$ cat src/sv/dpf_pkg.sv
// Package for the debug packet framer: result kinds, the sideband struct
// between parser and emitter, hex digit decode and the reply byte table.
// No dependencies.
package dpf_pkg;

    localparam int unsigned ReplyLen = 5;
    localparam int unsigned IdxW     = $clog2(ReplyLen);

    localparam logic [7:0] ChDollar = 8'h24;   // '$'
    localparam logic [7:0] ChHash   = 8'h23;   // '#'
    localparam logic [7:0] ChPlus   = 8'h2B;   // '+'
    localparam logic [7:0] ChZero   = 8'h30;   // '0'

    // Kind of result run a byte produces
    localparam logic [1:0] KIND_NONE  = 2'd0;
    localparam logic [1:0] KIND_ERR   = 2'd1;
    localparam logic [1:0] KIND_REPLY = 2'd2;

    typedef logic [1:0] kind_t;

    typedef struct packed {
        logic  valid;
        kind_t kind;
    } dpf_req_t;

    typedef struct packed {
        logic       ok;
        logic [3:0] value;
    } hex_t;

    // Decode one ASCII hex digit (0-9, a-f, A-F)
    function automatic hex_t hex_decode(input logic [7:0] c);
        hex_t r;
        r.ok    = 1'b0;
        r.value = 4'd0;
        if (c >= 8'h30 && c <= 8'h39)
        begin
            r.ok    = 1'b1;
            r.value = c[3:0];
        end
        else if ((c >= 8'h61 && c <= 8'h66) || (c >= 8'h41 && c <= 8'h46))
        begin
            r.ok    = 1'b1;
            r.value = c[3:0] + 4'd9;
        end
        return r;
    endfunction

    // Bytes of the ack plus empty reply: '+', '$', '#', '0', '0'
    function automatic logic [7:0] reply_byte(input logic [IdxW-1:0] idx);
        logic [7:0] b;
        case (idx)
            3'd0:    b = ChPlus;
            3'd1:    b = ChDollar;
            3'd2:    b = ChHash;
            default: b = ChZero;
        endcase
        return b;
    endfunction

endpackage

$ cat src/sv/dpf_in_if.sv
// Input channel of the debug packet framer: one received byte per transaction.
// No dependencies.
interface dpf_in_if;
    logic       valid;
    logic       ready;
    logic [7:0] rx_byte;

    modport source (output valid, output rx_byte, input ready);
    modport sink   (input valid, input rx_byte, output ready);
endinterface

$ cat src/sv/dpf_out_if.sv
// Output channel of the debug packet framer: one result per transaction.
// No dependencies.
interface dpf_out_if;
    logic       valid;
    logic       ready;
    logic       status;
    logic [7:0] tx_byte;
    logic       last;

    modport source (output valid, output status, output tx_byte, output last, input ready);
    modport sink   (input valid, input status, input tx_byte, input last, output ready);
endinterface

$ cat src/sv/dpf_parse.sv
// Input register and framing state machine of the debug packet framer.
// Depends on dpf_pkg and dpf_in_if.
module dpf_parse
(
    input  logic              clk,
    input  logic              rst_n,
    dpf_in_if.sink            in_ch,
    input  logic              run_free,
    output dpf_pkg::dpf_req_t req
);
    import dpf_pkg::*;

    localparam logic [2:0] PH_IDLE    = 3'd0;
    localparam logic [2:0] PH_PAYLOAD = 3'd1;
    localparam logic [2:0] PH_DIG1    = 3'd2;
    localparam logic [2:0] PH_DIG2    = 3'd3;

    logic       in_valid_reg;
    logic [7:0] in_byte_reg;
    logic [2:0] phase_reg, phase_next;
    logic [7:0] sum_reg, sum_next;
    logic [3:0] nib_reg, nib_next;
    kind_t      kind;
    hex_t       dig;
    logic       move;

    assign move         = in_valid_reg && run_free;
    assign in_ch.ready  = !in_valid_reg || run_free;
    assign dig          = hex_decode(in_byte_reg);
    assign req.valid    = move && (kind != KIND_NONE);
    assign req.kind     = kind;

    always_comb
    begin
        phase_next = phase_reg;
        sum_next   = sum_reg;
        nib_next   = nib_reg;
        kind       = KIND_NONE;
        unique case (phase_reg)
            PH_PAYLOAD:
            begin
                if (in_byte_reg == ChHash)
                    phase_next = PH_DIG1;
                else
                    sum_next = sum_reg + in_byte_reg;
            end
            PH_DIG1:
            begin
                if (!dig.ok)
                begin
                    kind       = KIND_ERR;
                    phase_next = PH_IDLE;
                end
                else
                begin
                    nib_next   = dig.value;
                    phase_next = PH_DIG2;
                end
            end
            PH_DIG2:
            begin
                phase_next = PH_IDLE;
                if (!dig.ok)
                    kind = KIND_ERR;
                else if ({nib_reg, dig.value} == sum_reg)
                    kind = KIND_REPLY;
            end
            default:
            begin
                // idle: consume acks and noise, open a packet on '$'
                phase_next = PH_IDLE;
                if (in_byte_reg == ChDollar)
                begin
                    sum_next   = 8'd0;
                    phase_next = PH_PAYLOAD;
                end
            end
        endcase
    end

    always_ff @(posedge clk or negedge rst_n)
    begin
        if (!rst_n)
        begin
            in_valid_reg <= 1'b0;
            phase_reg    <= PH_IDLE;
            sum_reg      <= 8'd0;
            nib_reg      <= 4'd0;
        end
        else
        begin
            if (in_ch.valid && in_ch.ready)
                in_valid_reg <= 1'b1;
            else if (move)
                in_valid_reg <= 1'b0;
            if (move)
            begin
                phase_reg <= phase_next;
                sum_reg   <= sum_next;
                nib_reg   <= nib_next;
            end
        end
    end

    always_ff @(posedge clk)
    begin
        if (in_ch.valid && in_ch.ready)
            in_byte_reg <= in_ch.rx_byte;
    end

endmodule

$ cat src/sv/dpf_emit.sv
// Result register of the debug packet framer: plays out an error result or
// the five-byte reply run. Depends on dpf_pkg and dpf_out_if.
module dpf_emit
(
    input  logic              clk,
    input  logic              rst_n,
    input  dpf_pkg::dpf_req_t req,
    output logic              run_free,
    dpf_out_if.source         out_ch
);
    import dpf_pkg::*;

    logic            run_valid_reg;
    kind_t           run_kind_reg;
    logic [IdxW-1:0] run_idx_reg;
    logic            is_err;
    logic            is_last;
    logic            beat;

    assign is_err   = (run_kind_reg == KIND_ERR);
    assign is_last  = is_err || (run_idx_reg == IdxW'(ReplyLen - 1));
    assign beat     = out_ch.valid && out_ch.ready;
    assign run_free = !run_valid_reg || (beat && is_last);

    assign out_ch.valid   = run_valid_reg;
    assign out_ch.status  = is_err;
    assign out_ch.tx_byte = is_err ? 8'd0 : reply_byte(run_idx_reg);
    assign out_ch.last    = is_last;

    always_ff @(posedge clk or negedge rst_n)
    begin
        if (!rst_n)
        begin
            run_valid_reg <= 1'b0;
            run_kind_reg  <= KIND_NONE;
            run_idx_reg   <= '0;
        end
        else if (run_free)
        begin
            run_valid_reg <= req.valid;
            run_kind_reg  <= req.kind;
            run_idx_reg   <= '0;
        end
        else if (beat)
        begin
            run_idx_reg <= run_idx_reg + 1'b1;
        end
    end

endmodule

$ cat src/sv/debug_packet_framer_core.sv
// Top level of the debug packet framer: input register, framing state
// machine and result register. Depends on dpf_pkg, dpf_in_if, dpf_out_if,
// dpf_parse and dpf_emit.
//
// Receive-side framing of a remote-debug serial link. Feed received bytes
// one per transaction on in_ch. Outside a packet, '+', '-' and noise are
// dropped; '$' opens a packet, payload bytes up to '#' are summed modulo 256
// and the two following hex digits are checked against that sum. A good
// checksum yields the run '+','$','#','0','0' on out_ch (last set on the
// final '0'); a mismatch yields nothing; a non-hex digit yields one result
// with status 1, tx_byte 0 and last 1, and the framer returns to idle.
// Rate: while the result register is free, bytes that produce no result flow
// at one per clock. A byte that produces a result holds the framer until its
// run drains through the single result register, at one result per clock
// while out_ch is ready. One byte is buffered in the input register while a
// run drains.
module debug_packet_framer_core
(
    input  logic       clk,
    input  logic       rst_n,
    dpf_in_if.sink     in_ch,
    dpf_out_if.source  out_ch
);
    import dpf_pkg::*;

    dpf_req_t req;
    logic     run_free;

    // Parse bytes and advance the framing state when the result stage frees
    dpf_parse u_parse
    (
        .clk      (clk),
        .rst_n    (rst_n),
        .in_ch    (in_ch),
        .run_free (run_free),
        .req      (req)
    );

    // Hold and play out the result run of the last byte that produced one
    dpf_emit u_emit
    (
        .clk      (clk),
        .rst_n    (rst_n),
        .req      (req),
        .run_free (run_free),
        .out_ch   (out_ch)
    );

endmodule
$ cat src/flat_wrapper.sv
// flat-port wrapper written by rule: the top's interface ports become plain ports
module debug_packet_framer_core_flat import dpf_pkg::*;
  (clk, rst_n, in_ch_valid, in_ch_rx_byte, in_ch_ready, out_ch_valid, out_ch_status, out_ch_tx_byte, out_ch_last, out_ch_ready);
  dpf_in_if in_ch_i ();
  dpf_out_if out_ch_i ();
  input  logic clk;
  input  logic rst_n;
  input wire logic [$bits(in_ch_i.valid)-1:0] in_ch_valid;
  input wire logic [$bits(in_ch_i.rx_byte)-1:0] in_ch_rx_byte;
  output wire logic [$bits(in_ch_i.ready)-1:0] in_ch_ready;
  output wire logic [$bits(out_ch_i.valid)-1:0] out_ch_valid;
  output wire logic [$bits(out_ch_i.status)-1:0] out_ch_status;
  output wire logic [$bits(out_ch_i.tx_byte)-1:0] out_ch_tx_byte;
  output wire logic [$bits(out_ch_i.last)-1:0] out_ch_last;
  input wire logic [$bits(out_ch_i.ready)-1:0] out_ch_ready;
  assign in_ch_i.valid = in_ch_valid;
  assign in_ch_i.rx_byte = in_ch_rx_byte;
  assign in_ch_ready = in_ch_i.ready;
  assign out_ch_valid = out_ch_i.valid;
  assign out_ch_status = out_ch_i.status;
  assign out_ch_tx_byte = out_ch_i.tx_byte;
  assign out_ch_last = out_ch_i.last;
  assign out_ch_i.ready = out_ch_ready;
  debug_packet_framer_core u_core (.clk(clk), .rst_n(rst_n), .in_ch(in_ch_i), .out_ch(out_ch_i));
endmodule
$ cat config.mk
export PLATFORM = sky130hd
export DESIGN_NAME = debug_packet_framer_core_flat
export DESIGN_NICKNAME = d
export VERILOG_FILES = /design/src/sv/dpf_pkg.sv /design/src/sv/dpf_in_if.sv /design/src/sv/dpf_out_if.sv /design/src/sv/dpf_parse.sv /design/src/sv/dpf_emit.sv /design/src/sv/debug_packet_framer_core.sv /design/src/flat_wrapper.sv
export SDC_FILE = /design/constraint.sdc
export NUM_CORES = 1
export LEC_CHECK = 0
export BUFFER_PORTS_ARGS = -buffer_cell sky130_fd_sc_hd__buf_2
export CAP_MARGIN = 40
export CORE_ASPECT_RATIO = 0.8
export CORE_MARGIN = 1
export CORE_UTILIZATION = 25
export CTS_BUF_LIST = sky130_fd_sc_hd__clkbuf_8 sky130_fd_sc_hd__clkbuf_16
export DETAILED_ROUTE_END_ITERATION = 8
export PLACE_DENSITY = 0.53
export SETUP_SLACK_MARGIN = 0.4
export SLEW_MARGIN = 30
export SYNTH_ARGS = -nofsm -noshare
export SYNTH_HDL_FRONTEND = slang
export SYNTH_SLANG_ARGS = --single-unit
export TNS_END_PERCENT = 50
$ cat constraint.sdc
create_clock -name clk -period 3.3 [get_ports clk]
set_clock_uncertainty 0.2 [all_clocks]
set_input_delay 0.165 -clock clk [delete_from_list [all_inputs] [get_ports clk]]
set_output_delay 0.165 -clock clk [all_outputs]
set_load 0.01 [all_outputs]
==> metrics.yaml, run 1 <==
status: "finished clean"
cts_sinks: 29
grt_start_max_net_pins: 22
final_util: 0.314
yosysTopAreaCell: "dfrtp_1"
cts_setup_buffers: 0
clockBufferDepth: 2
worstSetupPathType: "register to register"
hold_class: "input port to async pin"
end_kind: "register"
clock_latency_ps: 280
ios: 24
cts_tree: "done"
worstPathMaxFanout: 8
yosysSeqAreaShare: 0.387
die_x_um: 102
tns_ps: 0
ctsHoldBuffers: 11
nFillCells: 799
fp.dieArea_um2: 8280
dp_cells: 316
worstPathRequired_ps: 3300
clk_pin_slew_worst_paths_ps: 70
setup_ws_ps: 593
synth_edf_count: 8
synth.most_common_cell: "dfrtp_1"
clock.fmax_ghz: 0.369
cts_resized: 0
cap_violations: 0
place.gp.congestion: 0.784
antenna_found_initial: 0
fin_nets: 257
synthArstFlopShare: 0.724
cts_made_buffers: 5
seq_area_um2: 766
finalHoldViolations: 0
fin_area_um2: 2370
synthTopCellsByArea: "dfrtp_1 27%, edfxtp_1 12%, ha_1 9.5%"
cp_data_arrival_time_ps: 2710
core_area_um2: 7530
grt_pass1_vias: 1421
rsz0062_at_grt: "false"
synth_area_per_cell_um2: 10.1
fin_crit_sh: 0.820
grt_util_met1: 0.161
wl_per_cell_um: 12.2
cts_htree_levels: 2
syn_area_um2: 1980
slew_viol_final: 0
drc_errors: 0
placed_area_um2: 2170
pre_cts_ws_ps: 640
viasPerCell: 4.40
finalNonFillerCells: 335
die_y_um: 81.6
multi_input_area_um2: 1130
synth_top_area_frac: 0.265
area_growth_pct: 19.5
cts-root-buf: "clkbuf_8"
ys_ff_latch: 29
ys.flop_type: "dfrtp_1"
startpoint_type: "register"
vias: 1475
leakagePower_nw: 1.03
synth_commonest_cells: "21 x dfrtp_1, 20 x nand2_1, 15 x ha_1"
dr.pass1.iters: 4
layout-drive-gt1-share: 0.174
start_util: 0.263
ys_types: 53
setup_viol: 0
routed_wl_mm: 4.08
powerDensity_nw_per_um2: 712
min_period_ps: 2710
vdd_ir_drop_max_uv: 355
grt_usage: 0.111
syn-instance-count: 197
grt_pass1_wl_mm: 6.96
ys_warn_count: 0
dr.first_iter.drc_count: 93
port-buffer-count: 21
hpwl_mm: 3.16
num_rows: 28
grt_use_met2: 0.159
antennaDiodeCount: 0
gr-max-usage-layer: "met1"
use_met3: 0.0272
r2r_setup_slack_ps: 590
gr-total-overflow: 0
ant_nets: 0
placed cells by master, fill, tap and decap left out, types with 4 or more instances in the layout:
| master | synthesis | routed |
|---|---|---|
| clkbuf_8 | 0 | 6 |
| nand2_1 | 20 | 20 |
| o21ai_0 | 8 | 8 |
| nor2_1 | 13 | 13 |
| a21oi_1 | 10 | 10 |
| xnor2_1 | 7 | 7 |
| ha_1 | 15 | 15 |
| inv_1 | 9 | 11 |
| nor3_1 | 6 | 6 |
| nand2b_1 | 4 | 4 |
| dlygate4sd3_1 | 0 | 11 |
| nand3_1 | 7 | 7 |
| xor2_1 | 6 | 6 |
| o31ai_1 | 5 | 5 |
| dfrtp_1 | 21 | 21 |
| buf_2 | 1 | 21 |
| edfxtp_1 | 8 | 8 |
power breakdown:
group	switching (W)	internal (W)	leakage, nW	total (W)
Combinational	0.000440	0.000351	0.626	0.000790
Clock	0.000128	0.000163	0.0538	0.000292
Sequential	0.000139	0.000463	0.352	0.000603
Total	0.000707	0.000978	1.03	0.00168
worst max-delay path: stages (launching register included):
cell,delay [ps]
edfxtp_1,520
ha_1,340
a21o_1,150
a21oi_1,210
o21ai_0,170
o41ai_1,340
xor2_1,130
or4_1,470
o21ai_1,90
cell families (layout without fill, tap and decap cells):
group / Yosys count / count (layout) / synth area share
AND/OR/NAND/NOR: 69 / 69 / 0.208
AO/OA/AOI/OAI: 47 / 47 / 0.170
flip-flops: 29 / 29 / 0.387
buffers and inverters: 17 / 49 / 0.0442
adder cells (fa/ha/maj): 16 / 16 / 0.105
XOR/XNOR: 13 / 13 / 0.0575
multiplexers: 5 / 5 / 0.0265
other: 1 / 2 / 0.00189
area by class of cell:
cell class                 instances  share of cell area
multi-input combinational        152               0.478
sequential                        29               0.323
timing repair buffer              32              0.0909
tap                              105              0.0555
clock buffer                       6              0.0349
inverter                           9              0.0143
clock inverter                     2             0.00317
stage by stage:
stage          hold WS (ps)  total power, W
3_3_place_gp          -45.0         0.00139
3_5_place_dp          -44.5         0.00140
6_report                175         0.00168
5_1_grt                 237         0.00185
2_1_floorplan          -331         0.00120
4_1_cts                 191         0.00171
worst paths after layout:
| check | start | endpoint | depth (start not counted) |
|---|---|---|---|
| worst min register to register | u_core.u_emit.run_kind_reg[0] | u_core.u_emit.run_kind_reg[0] | 2 |
| worst max register to register | u_core.u_parse.in_byte_reg[1] | u_core.u_parse.sum_reg[7] | 8 |
| max in group asynchronous | rst_n | u_core.u_emit.run_idx_reg[1] | 2 |
| worst max-delay path | u_core.u_parse.in_byte_reg[1] | u_core.u_parse.sum_reg[7] | 8 |
| worst min-delay path | rst_n | u_core.u_parse.sum_reg[5] | 2 |
| min in group clk | u_core.u_emit.run_kind_reg[0] | u_core.u_emit.run_kind_reg[0] | 2 |
layer usage:
layer / part of all wire / vias to the layer above
met4: 0.0083 / 0
met3: 0.028 / 5
met1: 0.55 / 685
met2: 0.42 / 20
met5: 0 / -
li1: - / 765
Note: power is estimated with default switching activity, not from simulation.
==> run 2: changes to the inputs <==
--- a/config.mk
+++ b/config.mk
@@ -5,6 +5,7 @@
 export SDC_FILE = /design/constraint.sdc
 export NUM_CORES = 1
 export LEC_CHECK = 0
+export ABC_AREA = 1
 export BUFFER_PORTS_ARGS = -buffer_cell sky130_fd_sc_hd__buf_2
 export CAP_MARGIN = 40
 export CORE_ASPECT_RATIO = 0.8
==> constraint.sdc (replaced) <==
create_clock -name clk -period 2.6 [get_ports clk]
set_clock_uncertainty 0.2 [all_clocks]
set_input_delay 0.13 -clock clk [delete_from_list [all_inputs] [get_ports clk]]
set_output_delay 0.13 -clock clk [all_outputs]
set_load 0.01 [all_outputs]
==> run 2 against run 1 <==
Effect of this change:
- critical path depth rose by 5
- critical path type unchanged
- cell count up 17%
- global-route usage up 0.37 points
- combinational power grew 82%
- flip-flop and latch count did not move
- sequential power grew 35%
- synthesized area shrank 1.3%
- highest routed layer unchanged
- synthesized cell count increased by 22%
- power is 56% higher
- register-to-register slack got worse by 160 ps
- count of clock-buffer cells in the layout stayed put
- core utilization increased by 2.1 points
==> metrics.yaml, run 2 <==
status: "finished clean"
pre_cts_ws_ps: 287
yosysSeqAreaShare: 0.392
layout-drive-gt1-share: 0.254
start_util: 0.261
cp_data_arrival_time_ps: 2170
reg2reg_depth: 13
routed_wl_mm: 4.42
cp-endpoint: "u_core.u_emit.run_kind_reg[1]"
fin_crit_sh: 0.835
clock_latency_ps: 280
r2r-end: "u_core.u_emit.run_kind_reg[1]"
vias: 1670
slowest_stage: "edfxtp_1"
ys.flop_type: "dfrtp_1"
crit_family: "simple AND/OR/NAND/NOR gates"
ant_nets: 0
worstPathMaxFanout: 5
setup_viol: 0
fp.dieArea_um2: 8180
finalHoldViolations: 0
hpwl_mm: 3.27
clockBufferDepth: 2
tns_ps: 0
dr.pass1.iters: 4
cts_sinks: 29
ys_ff_latch: 29
synth_area_per_cell_um2: 8.15
r2r_setup_slack_ps: 430
cts_htree_levels: 2
drc_errors: 0
core_area_um2: 7500
synth_fa_ha_area_frac: 0.106
yosysTopAreaCell: "dfrtp_1"
ys_types: 32
port-buffer-count: 21
powerDensity_nw_per_um2: 1040
worstSetupPathType: "register to register"
grt_pass1_vias: 1536
synthTopCellsByArea: "dfrtp_1 27%, edfxtp_1 12%, ha_1 9.6%"
setup_ws_ps: 430
slew_viol_final: 0
synth_xor_area_frac: 0.0448
leakagePower_nw: 1.22
grt_pass1_wl_mm: 7.21
startpoint: "u_core.u_parse.in_byte_reg[0]"
syn_area_um2: 1960
cts-root-buf: "clkbuf_8"
power.total_w: 0.00263
synth-simple-area-share: 0.259
synth_commonest_cells: "48 x nand2_1, 36 x inv_1, 26 x nand3_1"
critical_path.max_stage_delay_ps: 420
clock.fmax_ghz: 0.461
dr.first_iter.drc_count: 65
die_x_um: 101
grt_usage: 0.115
startpoint_type: "register"
muxShareOfSynthArea: 0
cts_made_buffers: 5
synth_compound_area_frac: 0.106
antennaDiodeCount: 0
vdd_ir_drop_max_uv: 399
synth_top_area_frac: 0.269
path_depth: 13
rsz0062_at_grt: "true"
ys_warn_count: 0
area_growth_pct: 28.7
place.gp.congestion: 0.830
fin_nets: 314
finalNonFillerCells: 392
crit_path_cell_trace: "buf_4 -> inv_2 -> ha_2 -> inv_1 -> nor2_1 -> nand3_2 -> nand3_2 -> nand2_1 -> nand2_1 -> nand2_1 -> nor2_2 -> nand3_2 -> a21oi_1"
cts_tree: "done"
die_y_um: 81.1
final_util: 0.336
cap_violations: 0
worstPathRequired_ps: 2600
wl_per_cell_um: 11.3
dp_cells: 365
final_cell_mix: "44 x nand2_1, 35 x inv_1, 23 x nand3_1"
gr-total-overflow: 0
ios: 24
grt_start_max_net_pins: 22
synth_top_family_by_area: "simple AND/OR/NAND/NOR gates"
nFillCells: 810
antenna_found_initial: 0
clk_pin_slew_worst_paths_ps: 60
crit_buf_inv: 3
reg2reg_from: "u_core.u_parse.in_byte_reg[0]"
final_common_cell: "nand2_1"
min_period_ps: 2170
end_kind: "register"
hold_class: "input port to async pin"
viasPerCell: 4.26
synthArstFlopShare: 0.724
syn-instance-count: 240
synth.most_common_cell: "nand2_1"
num_rows: 28
synth_edf_count: 8
-- run 2: cell types whose count changed after synthesis, sizes merged, moves of 4 or more --
cell and delta:
nand2b -4, nor2b -4, nand2 +30, nor2 +12, o22ai +6, inv +29, o31ai -5, nand3 +19
-- run 2: final cells by class --
type | count | area (um2) | share of cell area
clock buffers | 6 | 82.6 | 0.0328
clock inverters | 2 | 7.51 | 0.00298
inverters | 38 | 143 | 0.0567
multi-input cells | 170 | 1090 | 0.434
flip-flops and latches | 29 | 766 | 0.304
well taps | 105 | 131 | 0.0522
repair buffers | 42 | 294 | 0.117
-- run 2: cells by family (layout without fill, tap and decap cells) --
| family | Yosys count | count (layout) |
|---|---|---|
| AO/OA/AOI/OAI | 33 | 33 |
| adder cells (fa/ha/maj) | 16 | 16 |
| XOR/XNOR | 10 | 10 |
| buffers and inverters | 42 | 88 |
| flip-flops | 29 | 29 |
| AND/OR/NAND/NOR | 109 | 109 |
| other | 1 | 2 |
-- run 2: stage by stage --
stage	instance area (um2)	hold slack, ps
global placement	2180	-63.0
finish	2520	150
CTS	2400	171
global route	2520	208
floorplan	1960	-366
detailed placement	2180	-67.5
-- run 2: what timing repair did --
action,4_1_cts,5_1_grt
endpoints found under the hold margin,32,0
pin swaps,0,7
resized for setup,1,24
endpoints found under the setup margin,11,25
hold buffers,11,0
setup buffers,1,7
-- run 2: worst register-to-register path: stages, from the launching register on --
cell      delay [ps]
edfxtp_1         420
buf_4            180
inv_2             80
ha_2             190
inv_1             40
nor2_1           120
nand3_2          130
nand3_2          110
nand2_1          100
nand2_1           70
nand2_1           70
nor2_2           100
nand3_2          110
a21oi_1          170
-- run 2: worst min-delay path by stage --
stage,slack [ps],to,cells after the start
finish,150,u_core.u_emit.run_kind_reg[1],2
global placement,-60,u_core.u_emit.run_idx_reg[2],1
CTS,170,u_core.u_parse.sum_reg[3],2
floorplan,-370,u_core.u_emit.out_ch.valid,0
global route,210,u_core.u_parse.phase_reg[0],2
detailed placement,-70,u_core.u_emit.run_idx_reg[0],1
-- run 2: power breakdown --
group	total [W]	switching (W)	internal, W
clock network	0.000373	0.000166	0.000207
registers	0.000812	0.000166	0.000646
logic	0.00144	0.000839	0.000606
total	0.00263	0.00117	0.00146
-- run 2: metal layers --
layer | track usage | vias to the layer above | wire, um | part of all wire
met3 | 0.0258 | 5 | 166 | 0.038
met4 | 0.0319 | 0 | 36 | 0.0081
li1 | - | 862 | - | -
met2 | 0.173 | 40 | 1910 | 0.43
met1 | 0.164 | 763 | 2300 | 0.52
met5 | 0 | - | 0 | 0
